### config.mk
export PLATFORM = sky130hd
export DESIGN_NAME = sequential_turn_signal_led_driver
export DESIGN_NICKNAME = d
export VERILOG_FILES = /design/src/rtl/stld_pkg.sv /design/src/rtl/stld_ram.sv /design/src/rtl/stld_front.sv /design/src/rtl/stld_cmd_fifo.sv /design/src/rtl/stld_back.sv /design/src/rtl/sequential_turn_signal_led_driver.sv
export SDC_FILE = /design/constraint.sdc
export NUM_CORES = 1
export LEC_CHECK = 0
export ABC_AREA = 1
export BUFFER_PORTS_ARGS = -buffer_cell sky130_fd_sc_hd__buf_2
export CORE_MARGIN = 2
export CORE_UTILIZATION = 40
export DETAILED_ROUTE_END_ITERATION = 10
export MAX_ROUTING_LAYER = met4
export PLACE_DENSITY = 0.63
export SLEW_MARGIN = 10
export SYNTH_ARGS = -nofsm -noshare
export SYNTH_HDL_FRONTEND = slang
export SYNTH_SLANG_ARGS = --single-unit
export TNS_END_PERCENT = 30
### constraint.sdc
create_clock -name i_clk -period 3.2 [get_ports i_clk]
set_input_delay 0.16 -clock i_clk [delete_from_list [all_inputs] [get_ports i_clk]]
set_output_delay 0.16 -clock i_clk [all_outputs]
set_load 0.01 [all_outputs]
### src/rtl/stld_pkg.sv
// Shared constants, types and register indexes of the sequential turn-signal LED driver.
`default_nettype none
package stld_pkg;

    localparam int ROWS      = 8;
    localparam int COLS      = 8;
    localparam int ROW_W     = (ROWS > 1) ? $clog2(ROWS) : 1;
    localparam int CNT_W     = 4;
    localparam int MAP_DEPTH = ROWS * COLS;
    localparam int ADDR_W    = (MAP_DEPTH > 1) ? $clog2(MAP_DEPTH) : 1;
    localparam int PIX_W     = 8;
    localparam int COLOR_W   = 8;
    localparam int TIME_W    = 32;
    localparam int MS_W      = 16;

    localparam int CFG_IDX_W  = 3;
    localparam int CFG_DATA_W = 16;

    localparam int S_TDATA_W = 16;
    localparam int M_TDATA_W = 40;

    localparam int Q_DEPTH = 2;
    localparam int Q_PTR_W = (Q_DEPTH > 1) ? $clog2(Q_DEPTH) : 1;
    localparam int Q_CNT_W = $clog2(Q_DEPTH + 1);

    localparam logic [CFG_IDX_W-1:0] REG_ROWS_IN_USE  = CFG_IDX_W'(0);
    localparam logic [CFG_IDX_W-1:0] REG_COLS_IN_USE  = CFG_IDX_W'(1);
    localparam logic [CFG_IDX_W-1:0] REG_COLOR_RED    = CFG_IDX_W'(2);
    localparam logic [CFG_IDX_W-1:0] REG_COLOR_GREEN  = CFG_IDX_W'(3);
    localparam logic [CFG_IDX_W-1:0] REG_COLOR_BLUE   = CFG_IDX_W'(4);
    localparam logic [CFG_IDX_W-1:0] REG_STEP_PERIOD  = CFG_IDX_W'(5);
    localparam logic [CFG_IDX_W-1:0] REG_HOLDOFF      = CFG_IDX_W'(6);

    localparam logic REQ_TICK    = 1'b0;
    localparam logic REQ_MAP_WR  = 1'b1;

    typedef struct packed {
        logic [CNT_W-1:0]   cols_eff;
        logic [COLOR_W-1:0] red;
        logic [COLOR_W-1:0] green;
        logic [COLOR_W-1:0] blue;
    } t_cfg;

    typedef struct packed {
        logic             emit;
        logic [ROW_W-1:0] row_start;
        logic [CNT_W-1:0] row_count;
        logic             on;
        logic             active;
    } t_cmd;

    typedef struct packed {
        logic              we;
        logic [ADDR_W-1:0] addr;
        logic [PIX_W-1:0]  data;
    } t_map_wr;

endpackage
`default_nettype wire

### src/rtl/stld_ram.sv
// Generic single-write, single-read RAM with registered read data.
`default_nettype none
module stld_ram #(
    parameter int WIDTH = 8,
    parameter int DEPTH = 64
) (
    input  wire logic                     i_clk,
    input  wire logic                     i_we,
    input  wire logic [$clog2(DEPTH)-1:0] i_waddr,
    input  wire logic [WIDTH-1:0]         i_wdata,
    input  wire logic                     i_re,
    input  wire logic [$clog2(DEPTH)-1:0] i_raddr,
    output logic      [WIDTH-1:0]         o_rdata
);

    logic [WIDTH-1:0] r_mem [DEPTH];
    logic [WIDTH-1:0] r_rdata;

    always_ff @(posedge i_clk) begin
        if (i_we) begin
            r_mem[i_waddr] <= i_wdata;
        end
        if (i_re) begin
            r_rdata <= r_mem[i_raddr];
        end
    end

    assign o_rdata = r_rdata;

endmodule
`default_nettype wire

### src/rtl/stld_front.sv
// Front end: configuration registers, input acceptance, timing state and row commands.
`default_nettype none
module stld_front
    import stld_pkg::*;
(
    input  wire logic                  i_clk,
    input  wire logic                  i_rst_n,
    input  wire logic                  i_cfg_valid,
    output logic                       o_cfg_ready,
    input  wire logic [CFG_IDX_W-1:0]  i_cfg_index,
    input  wire logic [CFG_DATA_W-1:0] i_cfg_data,
    input  wire logic                  i_tvalid,
    output logic                       o_tready,
    input  wire logic [S_TDATA_W-1:0]  i_tdata,
    input  wire logic                  i_tuser,
    output t_cfg                       o_cfg,
    output t_map_wr                    o_map_wr,
    output logic                       o_push,
    output t_cmd                       o_cmd,
    input  wire logic                  i_q_full,
    input  wire logic                  i_q_empty,
    input  wire logic                  i_back_busy
);

    logic [CNT_W-1:0]   r_rows;
    logic [CNT_W-1:0]   r_cols;
    logic [COLOR_W-1:0] r_red;
    logic [COLOR_W-1:0] r_green;
    logic [COLOR_W-1:0] r_blue;
    logic [MS_W-1:0]    r_step;
    logic [MS_W-1:0]    r_holdoff;

    logic [TIME_W-1:0]  r_now, n_now;
    logic [TIME_W-1:0]  r_next, n_next;
    logic [TIME_W-1:0]  r_deadline, n_deadline;
    logic [ROW_W-1:0]   r_ptr, n_ptr;
    logic               r_phase, n_phase;
    logic               r_lit, n_lit;

    logic               sig_on;
    logic [2:0]         map_row;
    logic [2:0]         map_col;
    logic [PIX_W-1:0]   map_pixel;
    logic               accept;
    logic               tick_acc;
    logic               pseudo;
    logic               step_due;
    logic [CNT_W-1:0]   rows_eff;
    logic [CNT_W-1:0]   cols_eff;
    logic [CNT_W-1:0]   ptr_inc;
    t_cmd               cmd;

    assign sig_on    = i_tdata[0];
    assign map_row   = i_tdata[3:1];
    assign map_col   = i_tdata[6:4];
    assign map_pixel = i_tdata[14:7];

    assign o_cfg_ready = 1'b1;

    always_comb begin
        if (i_tuser == REQ_MAP_WR) begin
            o_tready = i_q_empty && !i_back_busy;
        end else begin
            o_tready = !i_q_full;
        end
    end

    assign accept   = i_tvalid && o_tready;
    assign tick_acc = accept && (i_tuser == REQ_TICK);

    always_comb begin
        if (r_rows == '0) begin
            rows_eff = CNT_W'(1);
        end else if (r_rows > CNT_W'(ROWS)) begin
            rows_eff = CNT_W'(ROWS);
        end else begin
            rows_eff = r_rows;
        end
        if (r_cols > CNT_W'(COLS)) begin
            cols_eff = CNT_W'(COLS);
        end else begin
            cols_eff = r_cols;
        end
    end

    always_comb begin
        o_map_wr.we   = accept && (i_tuser == REQ_MAP_WR)
                        && (int'(map_row) < ROWS) && (int'(map_col) < COLS);
        o_map_wr.addr = ADDR_W'(int'(map_row) * COLS + int'(map_col));
        o_map_wr.data = map_pixel;
    end

    assign pseudo   = sig_on || (r_deadline > r_now);
    assign step_due = r_next < r_now;
    assign ptr_inc  = CNT_W'(r_ptr) + CNT_W'(1);

    always_comb begin
        n_now      = r_now;
        n_next     = r_next;
        n_deadline = r_deadline;
        n_ptr      = r_ptr;
        n_phase    = r_phase;
        n_lit      = r_lit;
        cmd        = '0;
        if (tick_acc) begin
            n_now = r_now + TIME_W'(1);
            if (sig_on) begin
                n_deadline = r_now + TIME_W'(r_holdoff);
            end
            if (pseudo) begin
                n_lit = 1'b1;
                if (step_due) begin
                    cmd.emit      = (cols_eff != '0);
                    cmd.row_start = r_ptr;
                    cmd.row_count = CNT_W'(1);
                    cmd.on        = !r_phase;
                    n_next        = r_now + TIME_W'(r_step);
                    if (ptr_inc >= rows_eff) begin
                        n_ptr   = '0;
                        n_phase = !r_phase;
                    end else begin
                        n_ptr = ROW_W'(ptr_inc);
                    end
                end
            end else if (r_lit && step_due) begin
                cmd.emit      = (cols_eff != '0);
                cmd.row_start = '0;
                cmd.row_count = rows_eff;
                cmd.on        = 1'b0;
                n_lit         = 1'b0;
                n_ptr         = '0;
                n_phase       = 1'b0;
            end
            cmd.active = n_lit;
        end
    end

    assign o_push = tick_acc;
    assign o_cmd  = cmd;

    assign o_cfg.cols_eff = cols_eff;
    assign o_cfg.red      = r_red;
    assign o_cfg.green    = r_green;
    assign o_cfg.blue     = r_blue;

    always_ff @(posedge i_clk) begin
        if (!i_rst_n) begin
            r_rows     <= CNT_W'(8);
            r_cols     <= CNT_W'(8);
            r_red      <= COLOR_W'(255);
            r_green    <= COLOR_W'(128);
            r_blue     <= '0;
            r_step     <= MS_W'(100);
            r_holdoff  <= MS_W'(500);
            r_now      <= TIME_W'(1);
            r_next     <= '0;
            r_deadline <= '0;
            r_ptr      <= '0;
            r_phase    <= 1'b0;
            r_lit      <= 1'b0;
        end else begin
            if (i_cfg_valid && o_cfg_ready) begin
                case (i_cfg_index)
                    REG_ROWS_IN_USE: r_rows    <= i_cfg_data[CNT_W-1:0];
                    REG_COLS_IN_USE: r_cols    <= i_cfg_data[CNT_W-1:0];
                    REG_COLOR_RED:   r_red     <= i_cfg_data[COLOR_W-1:0];
                    REG_COLOR_GREEN: r_green   <= i_cfg_data[COLOR_W-1:0];
                    REG_COLOR_BLUE:  r_blue    <= i_cfg_data[COLOR_W-1:0];
                    REG_STEP_PERIOD: r_step    <= i_cfg_data[MS_W-1:0];
                    REG_HOLDOFF:     r_holdoff <= i_cfg_data[MS_W-1:0];
                    default: ;
                endcase
            end
            r_now      <= n_now;
            r_next     <= n_next;
            r_deadline <= n_deadline;
            r_ptr      <= n_ptr;
            r_phase    <= n_phase;
            r_lit      <= n_lit;
        end
    end

endmodule
`default_nettype wire

### src/rtl/stld_cmd_fifo.sv
// Short command queue between the front end and the pixel write back end.
`default_nettype none
module stld_cmd_fifo
    import stld_pkg::*;
(
    input  wire logic i_clk,
    input  wire logic i_rst_n,
    input  wire logic i_push,
    input  wire t_cmd i_cmd,
    input  wire logic i_pop,
    output t_cmd      o_head,
    output logic      o_empty,
    output logic      o_full
);

    t_cmd               r_mem [Q_DEPTH];
    logic [Q_PTR_W-1:0] r_wr_ptr;
    logic [Q_PTR_W-1:0] r_rd_ptr;
    logic [Q_CNT_W-1:0] r_count;

    assign o_empty = (r_count == '0);
    assign o_full  = (r_count == Q_CNT_W'(Q_DEPTH));
    assign o_head  = r_mem[r_rd_ptr];

    always_ff @(posedge i_clk) begin
        if (i_push) begin
            r_mem[r_wr_ptr] <= i_cmd;
        end
    end

    always_ff @(posedge i_clk) begin
        if (!i_rst_n) begin
            r_wr_ptr <= '0;
            r_rd_ptr <= '0;
            r_count  <= '0;
        end else begin
            if (i_push) begin
                r_wr_ptr <= (r_wr_ptr == Q_PTR_W'(Q_DEPTH - 1)) ? '0 : r_wr_ptr + Q_PTR_W'(1);
            end
            if (i_pop) begin
                r_rd_ptr <= (r_rd_ptr == Q_PTR_W'(Q_DEPTH - 1)) ? '0 : r_rd_ptr + Q_PTR_W'(1);
            end
            if (i_push && !i_pop) begin
                r_count <= r_count + Q_CNT_W'(1);
            end else if (i_pop && !i_push) begin
                r_count <= r_count - Q_CNT_W'(1);
            end
        end
    end

    a_no_overflow: assert property (@(posedge i_clk) disable iff (!i_rst_n)
        !(i_push && o_full))
        else $error("command pushed into a full queue");

    a_no_underflow: assert property (@(posedge i_clk) disable iff (!i_rst_n)
        !(i_pop && o_empty))
        else $error("command popped from an empty queue");

    a_push_lands: assert property (@(posedge i_clk) disable iff (!i_rst_n)
        i_push && !i_pop |=> !o_empty)
        else $error("pushed command lost");

endmodule
`default_nettype wire

### src/rtl/stld_back.sv
// Back end: walks the pixel map for each command that emits writes and drives the result register.
`default_nettype none
module stld_back
    import stld_pkg::*;
(
    input  wire logic                  i_clk,
    input  wire logic                  i_rst_n,
    input  wire t_cfg                  i_cfg,
    input  wire t_cmd                  i_cmd,
    input  wire logic                  i_q_empty,
    output logic                       o_pop,
    output logic                       o_busy,
    output logic                       o_rd_en,
    output logic [ADDR_W-1:0]          o_rd_addr,
    input  wire logic [PIX_W-1:0]      i_rd_data,
    output logic                       o_tvalid,
    input  wire logic                  i_tready,
    output logic [M_TDATA_W-1:0]       o_tdata,
    output logic                       o_tuser,
    output logic                       o_tlast
);

    typedef enum logic [1:0] {
        ST_IDLE = 2'b01,
        ST_RUN  = 2'b10
    } t_state;

    t_state               r_state, n_state;
    logic [CNT_W-1:0]     r_row;
    logic [CNT_W-1:0]     r_row_last;
    logic [CNT_W-1:0]     r_col;
    logic                 r_on;
    logic                 r_active;
    logic                 r_pend;
    logic                 r_pend_last;
    logic                 r_out_valid;
    logic [M_TDATA_W-1:0] r_tdata;
    logic                 r_tuser;
    logic                 r_tlast;

    logic                 take;
    logic                 out_free;
    logic                 issue;
    logic                 col_end;
    logic                 cur_last;

    assign take     = r_out_valid && i_tready;
    assign out_free = !r_out_valid || take;
    assign o_pop    = (r_state == ST_IDLE) && !i_q_empty && !r_pend && out_free;
    assign issue    = (r_state == ST_RUN) && !r_pend && out_free;
    assign col_end  = (r_col == i_cfg.cols_eff - CNT_W'(1));
    assign cur_last = col_end && (r_row == r_row_last);

    assign o_rd_en   = issue;
    assign o_rd_addr = ADDR_W'(int'(r_row) * COLS + int'(r_col));
    assign o_busy    = (r_state != ST_IDLE) || r_pend || r_out_valid;

    always_comb begin
        n_state = r_state;
        case (r_state)
            ST_IDLE: if (o_pop && i_cmd.emit) begin
                n_state = ST_RUN;
            end
            ST_RUN: if (issue && cur_last) begin
                n_state = ST_IDLE;
            end
            default: n_state = ST_IDLE;
        endcase
    end

    always_ff @(posedge i_clk) begin
        if (o_pop) begin
            r_row      <= CNT_W'(i_cmd.row_start);
            r_row_last <= CNT_W'(i_cmd.row_start) + i_cmd.row_count - CNT_W'(1);
            r_col      <= '0;
            r_on       <= i_cmd.on;
            r_active   <= i_cmd.active;
        end else if (issue) begin
            if (col_end) begin
                r_col <= '0;
                r_row <= r_row + CNT_W'(1);
            end else begin
                r_col <= r_col + CNT_W'(1);
            end
        end
        if (issue) begin
            r_pend_last <= cur_last;
        end
        if (r_pend) begin
            r_tdata <= M_TDATA_W'({r_active,
                                   r_on ? i_cfg.blue  : COLOR_W'(0),
                                   r_on ? i_cfg.green : COLOR_W'(0),
                                   r_on ? i_cfg.red   : COLOR_W'(0),
                                   i_rd_data});
            r_tuser <= 1'b1;
            r_tlast <= r_pend_last;
        end else if (o_pop && !i_cmd.emit) begin
            r_tdata <= M_TDATA_W'({i_cmd.active, {3{COLOR_W'(0)}}, PIX_W'(0)});
            r_tuser <= 1'b0;
            r_tlast <= 1'b0;
        end
    end

    always_ff @(posedge i_clk) begin
        if (!i_rst_n) begin
            r_state     <= ST_IDLE;
            r_pend      <= 1'b0;
            r_out_valid <= 1'b0;
        end else begin
            r_state <= n_state;
            r_pend  <= issue;
            if (r_pend || (o_pop && !i_cmd.emit)) begin
                r_out_valid <= 1'b1;
            end else if (take) begin
                r_out_valid <= 1'b0;
            end
        end
    end

    assign o_tvalid = r_out_valid;
    assign o_tdata  = r_tdata;
    assign o_tuser  = r_tuser;
    assign o_tlast  = r_tlast;

    a_read_lands: assert property (@(posedge i_clk) disable iff (!i_rst_n)
        issue |=> r_pend)
        else $error("map read issued without data landing");

    a_slot_free: assert property (@(posedge i_clk) disable iff (!i_rst_n)
        r_pend |-> !r_out_valid)
        else $error("map data landed on an occupied result register");

    a_pop_quiet: assert property (@(posedge i_clk) disable iff (!i_rst_n)
        o_pop |-> !r_pend && !issue)
        else $error("command popped while a row is still being written");

endmodule
`default_nettype wire

### src/rtl/sequential_turn_signal_led_driver.sv
// Top level of the sequential turn-signal LED driver.
//
// s_axis carries input items: tuser is the request kind (tick or map write),
// tdata holds signal_on, map_row, map_col and map_pixel. Ticks are one
// millisecond apart. Each tick returns either one status result or one
// pixel write per column of each row it changes; tlast marks the final
// write of a tick, the point at which the strip is shown. Map writes load
// the row-by-column pixel map and return nothing.
// The cfg channel writes registers by index and is always ready.
// A tick's status result passes through the command queue and then the
// result register. A pixel write run passes through the queue and then,
// for each write, a map read and the output register; a new map read is
// issued only once the last one has landed. A two-entry command queue
// lets ticks be taken while earlier writes drain. A map write waits until
// the queue and the write engine are empty. When m_axis stalls, the result
// register holds and the queue fills, then s_axis deasserts tready.
// Reset restores the register defaults and clears the timing state; the
// map is not cleared and must be loaded before use.
`default_nettype none
module sequential_turn_signal_led_driver
    import stld_pkg::*;
(
    input  wire logic                  i_clk,
    input  wire logic                  i_rst_n,
    input  wire logic                  i_cfg_valid,
    output logic                       o_cfg_ready,
    input  wire logic [CFG_IDX_W-1:0]  i_cfg_index,
    input  wire logic [CFG_DATA_W-1:0] i_cfg_data,
    input  wire logic                  s_axis_tvalid,
    output logic                       s_axis_tready,
    input  wire logic [S_TDATA_W-1:0]  s_axis_tdata,  // signal_on, map_row, map_col, map_pixel
    input  wire logic                  s_axis_tuser,  // req_type
    output logic                       m_axis_tvalid,
    input  wire logic                  m_axis_tready,
    output logic [M_TDATA_W-1:0]       m_axis_tdata,  // pixel_index, red, green, blue, active
    output logic                       m_axis_tuser,  // write_valid
    output logic                       m_axis_tlast
);

    t_cfg             cfg;
    t_map_wr          map_wr;
    logic             push;
    t_cmd             cmd;
    t_cmd             head;
    logic             q_empty;
    logic             q_full;
    logic             pop;
    logic             back_busy;
    logic             rd_en;
    logic [ADDR_W-1:0] rd_addr;
    logic [PIX_W-1:0] rd_data;

    stld_front u_front (
        .i_clk       (i_clk),
        .i_rst_n     (i_rst_n),
        .i_cfg_valid (i_cfg_valid),
        .o_cfg_ready (o_cfg_ready),
        .i_cfg_index (i_cfg_index),
        .i_cfg_data  (i_cfg_data),
        .i_tvalid    (s_axis_tvalid),
        .o_tready    (s_axis_tready),
        .i_tdata     (s_axis_tdata),
        .i_tuser     (s_axis_tuser),
        .o_cfg       (cfg),
        .o_map_wr    (map_wr),
        .o_push      (push),
        .o_cmd       (cmd),
        .i_q_full    (q_full),
        .i_q_empty   (q_empty),
        .i_back_busy (back_busy)
    );

    stld_cmd_fifo u_fifo (
        .i_clk   (i_clk),
        .i_rst_n (i_rst_n),
        .i_push  (push),
        .i_cmd   (cmd),
        .i_pop   (pop),
        .o_head  (head),
        .o_empty (q_empty),
        .o_full  (q_full)
    );

    stld_ram #(
        .WIDTH (PIX_W),
        .DEPTH (MAP_DEPTH)
    ) u_map (
        .i_clk   (i_clk),
        .i_we    (map_wr.we),
        .i_waddr (map_wr.addr),
        .i_wdata (map_wr.data),
        .i_re    (rd_en),
        .i_raddr (rd_addr),
        .o_rdata (rd_data)
    );

    stld_back u_back (
        .i_clk     (i_clk),
        .i_rst_n   (i_rst_n),
        .i_cfg     (cfg),
        .i_cmd     (head),
        .i_q_empty (q_empty),
        .o_pop     (pop),
        .o_busy    (back_busy),
        .o_rd_en   (rd_en),
        .o_rd_addr (rd_addr),
        .i_rd_data (rd_data),
        .o_tvalid  (m_axis_tvalid),
        .i_tready  (m_axis_tready),
        .o_tdata   (m_axis_tdata),
        .o_tuser   (m_axis_tuser),
        .o_tlast   (m_axis_tlast)
    );

endmodule
`default_nettype wire
==> summary.md <==
| Metric | Value |
|---|---|
| Arrival time at the worst endpoint | 3.40 ns |
| Initial antenna violation count | 5 |
| Cell area power density | 637 nW/um^2 |
| CP Max Fanout | 8 |
| FF-to-FF setup slack | 0.13 ns |
| CTS H-Tree Depth | 3 |
| Pint | 17.6 mW |
| Initial core utilization | 40.4% |
| Gr ovfl total | 0 |
| Most used DFF post-synth | edfxtp_1 |
| Clk root buf | clkbuf_16 |
| Largest net degree at the start of global routing | 100 |
| CP Cell Sequence | inv_1 > nor2_1 > nand2_1 > nor3_1 > o21a_1 > nand3_1 > nor2_1 > nand3_1 > nor2_1 > buf_4 |
| DRT Wirelength | 86100 um |
| 1st-pass router iterations | 6 |
| Post-synthesis mux area share | 0.337% |
| Mapped Avg Cell Area | 10.5 sq um |
| Post-synth EDFFs | 584 |
| Hold Fails Final Rpt | 0 |
| Asr flop ratio synth | 0% |
| Global-route wire length before repair | 132000 um |
| Post-CTS sizing | 0 |
| Die W | 295 um |
| Final Max Slew Viols | 0 |
| Fill cells | 7700 |
| Final min period | 3.07 ns |
| Critical path buffer and inverter count | 2 |
| Hold Path Class | in2reg |
| Mapped Cells | 3220 |
| Adder-cell area share of the yosys netlist | 4.29% |
| Commonest non-fill, non-tap cells in the layout | nor2_1 (609), edfxtp_1 (584), o21ai_0 (466) |
| CTS buffer count | 79 |
| Max incr delay on CP | 0.58 ns |
| CP startpoint | u_back.r_state[0]$_SDFFE_PN1P_ |
| Layout area overhead | 14.8% |
| Final ANT Viol Nets | 0 |
| Detailed-route via count | 24100 |
| Power share of the clock group | 35.8% |
| Multi-input logic area | 11200 sq um |
| Final Wtd Congestion | 0.914 |
| DR WL/cell | 18.8 um |
| Worst slew pin tran | 1.07 ns |
| Critical Path Start Type | register |
| Combinational Power Share | 17.8% |
| Number of synthesized register bits | 764 |
| Vias/cell | 5.25 |
| Post-synthesis xor/xnor area fraction | 1.37% |
| Post-synthesis sequential area ratio | 62.6% |
| Largest family of logic cells by synthesized area | compound AO/OA/AOI/OAI gates |
| Slowest CP cell | nand3_1 |
| Iter 0 DRT Violations | 2218 |
| Fmax | 0.326 GHz |
| CORE AREA | 83700 sq um |
| NetSw | 7.11 mW |
| Clock Skew | 0.0197 ns |
| Most common cell on crit path | nor2_1 |
| Layout cell share with drive strength beyond 1 | 11.2% |
| Seq. cell area | 21100 sq um |
| Tcrit/Tclk final | 95.9% |
| R2r endpoint | u_map.r_mem[34][2]$_DFFE_PP_ |
| Worst setup margin | 0.130 ns |
| Clock Latency Late Sink | 0.65 ns |
| Status | complete, no violations |
| Post-synthesis instance area | 33800 sq um |
| Worst rel slew slack | 28.6% |
| Setup TNS | 0 ns |
| Boundary Pins | 86 |
| Critical Path RT | 3.53 ns |
| YS warnings | 0 |
| CTS tree | built |
| Power share of the sequential group | 46.5% |
| Hold Path Sink | u_front.r_green[7]$_SDFFE_PN1P_ |
| GR Util All Layers | 20.2% |
| CTS Hold Bufs | 20 |
| Hold Path Stages | 5 |
| Detailed Place HPWL | 55100 um |
| Post-route DRC | 0 |
| CP Capture Type | register |
| Switching share of power | 28.8% |
| LEAKAGE | 14.4 nW |
| Unique masters post-synth | 55 |
| Count of maximum capacitance violations | 0 |
| PortBufs | 76 |
| Critical hold path startpoint | i_cfg_index[2] |
| Total Nets Final | 3538 |
| Crit-path leading delay family | simple AND/OR/NAND/NOR gates |
| Most common cell after layout, fill and taps aside | nor2_1 |
| CP Class | reg2reg |
| Vias in the first global route | 23000 |
| RSZ-0062 raised after global routing | false |
| Rows | 106 |
| CTS Buffer Depth | 3 |
| Sink Count | 764 |
| Clk slew on worst S/H paths | 0.06 ns |
| Die area | 86800 sq um |
| Worst R2R Path Depth | 10 |
| RR Startpoint | u_back.r_state[0]$_SDFFE_PN1P_ |
| Die height | 295 um |
| Setup repair bufs after CTS | 0 |
| Worst vdd ir | 0.442 mV |
| Final Setup Violations | 0 |
| Synth Area in Simple Gates | 13.2% |
| Post-synthesis compound-gate area fraction | 14.0% |
| DP Worst Slack | 0.196 ns |
[sequential cells by signal (all words and copies together) (netlist names), 8 cells and up, named ones only]
| signal | count |
|---|---|
| u_map.o_rdata | 8 |
| u_front.r_next | 32 |
| u_front.r_holdoff | 16 |
| u_front.r_now | 32 |
| u_fifo.r_mem | 20 |
| u_map.r_mem | 512 |
| u_back.o_tdata | 33 |
| u_front.r_deadline | 32 |
| u_front.r_red | 8 |
| u_front.r_blue | 8 |
| u_front.r_green | 8 |
| u_front.r_step | 16 |
[logic make-up after synthesis]
logic type	Yosys count
AO/OA/AOI/OAI	855
XOR/XNOR	53
adder cells (fa/ha/maj)	114
buffers and inverters	361
flip-flops	764
multiplexers	11
other	2
AND/OR/NAND/NOR	1060
[area by class of cell]
class                   instances  area share, %
multi-input cells            2101           29.0
repair buffers                235           4.55
flip-flops and latches        764           54.5
clock buffers                 107           5.58
clock inverters                33          0.729
inverters                     202           1.98
well taps                    1134           3.66
diodes                          5         0.0323
[worst register-to-register path: stages (launching register included)]
cell and delay, ns:
dfxtp_1 0.31, inv_1 0.04, nor2_1 0.10, nand2_1 0.12, nor3_1 0.23, o21a_1 0.17
nand3_1 0.38, nor2_1 0.36, nand3_1 0.58, nor2_1 0.26, buf_4 0.23
[synthesized netlist by cell type, types with 7 or more instances]
master | instances | area share, %
nor2_1 | 610 | 6.8
edfxtp_1 | 584 | 52
o21ai_0 | 466 | 6.9
nand2_1 | 273 | 3.0
inv_1 | 189 | 2.1
dfxtp_1 | 180 | 11
a21oi_1 | 147 | 2.2
o22ai_1 | 139 | 2.6
clkbuf_1 | 117 | 1.3
ha_1 | 111 | 4.1
nand3_1 | 79 | 1.2
nor3_1 | 38 | 0.56
xor2_1 | 37 | 0.96
buf_2 | 24 | 0.36
o211ai_1 | 22 | 0.49
o221ai_1 | 20 | 0.52
o21a_1 | 18 | 0.40
xnor2_1 | 16 | 0.41
nand4_1 | 14 | 0.26
o21bai_1 | 14 | 0.31
buf_4 | 13 | 0.29
o21ai_1 | 9 | 0.13
mux2i_1 | 8 | 0.24
nor2_4 | 8 | 0.27
inv_2 | 7 | 0.078
[metrics by stage]
| step | total power, mW | utilization [%] | cells | hold WS [ns] | cell area, sq um |
|---|---|---|---|---|---|
| 2_1_floorplan | 14.2 | - | 3226 | 0.259 | 33800 |
| 3_3_place_gp | 16.0 | 43.2 | 4416 | 0.385 | 36100 |
| 3_5_place_dp | 16.0 | 43.2 | 4416 | 0.391 | 36100 |
| 4_1_cts | 24.9 | 46.3 | 4576 | 0.00770 | 38800 |
| 5_1_grt | 25.7 | 46.4 | 4581 | 0.0565 | 38800 |
| 6_report | 24.7 | 46.4 | 4581 | 0.0415 | 38800 |
[per-layer routing]
| metal | share of wire (%) | track usage, % |
|---|---|---|
| met1 | 45 | 26.9 |
| met2 | 47 | 32.0 |
| met3 | 6.2 | 3.11 |
| met4 | 2.3 | 5.91 |
| met5 | 0 | - |
[power groups by stage]
stage | Combinational, mW | Clock [mW] | Sequential, mW
after CTS | 4.39 | 9.00 | 11.5
after detailed placement | 4.35 | 0 | 11.7
after global routing | 4.85 | 9.38 | 11.5
after global placement | 4.30 | 0 | 11.7
final | 4.38 | 8.84 | 11.5
after floorplan | 2.54 | 0 | 11.7
[worst max path at each step]
stage | to | slack, ns | depth (start not counted)
6_report | u_map.r_mem[34][2]$_DFFE_PP_ | 0.13 | 10
5_1_grt | u_map.r_mem[50][6]$_DFFE_PP_ | 0.02 | 10
3_3_place_gp | u_map.r_mem[26][3]$_DFFE_PP_ | 0.28 | 10
3_5_place_dp | u_map.r_mem[26][3]$_DFFE_PP_ | 0.20 | 10
2_1_floorplan | u_front.r_deadline[22]$_SDFFE_PN0P_ | 0.83 | 14
4_1_cts | u_map.r_mem[34][5]$_DFFE_PP_ | 0.19 | 10
No activity file was read; power rests on OpenSTA's default activity.
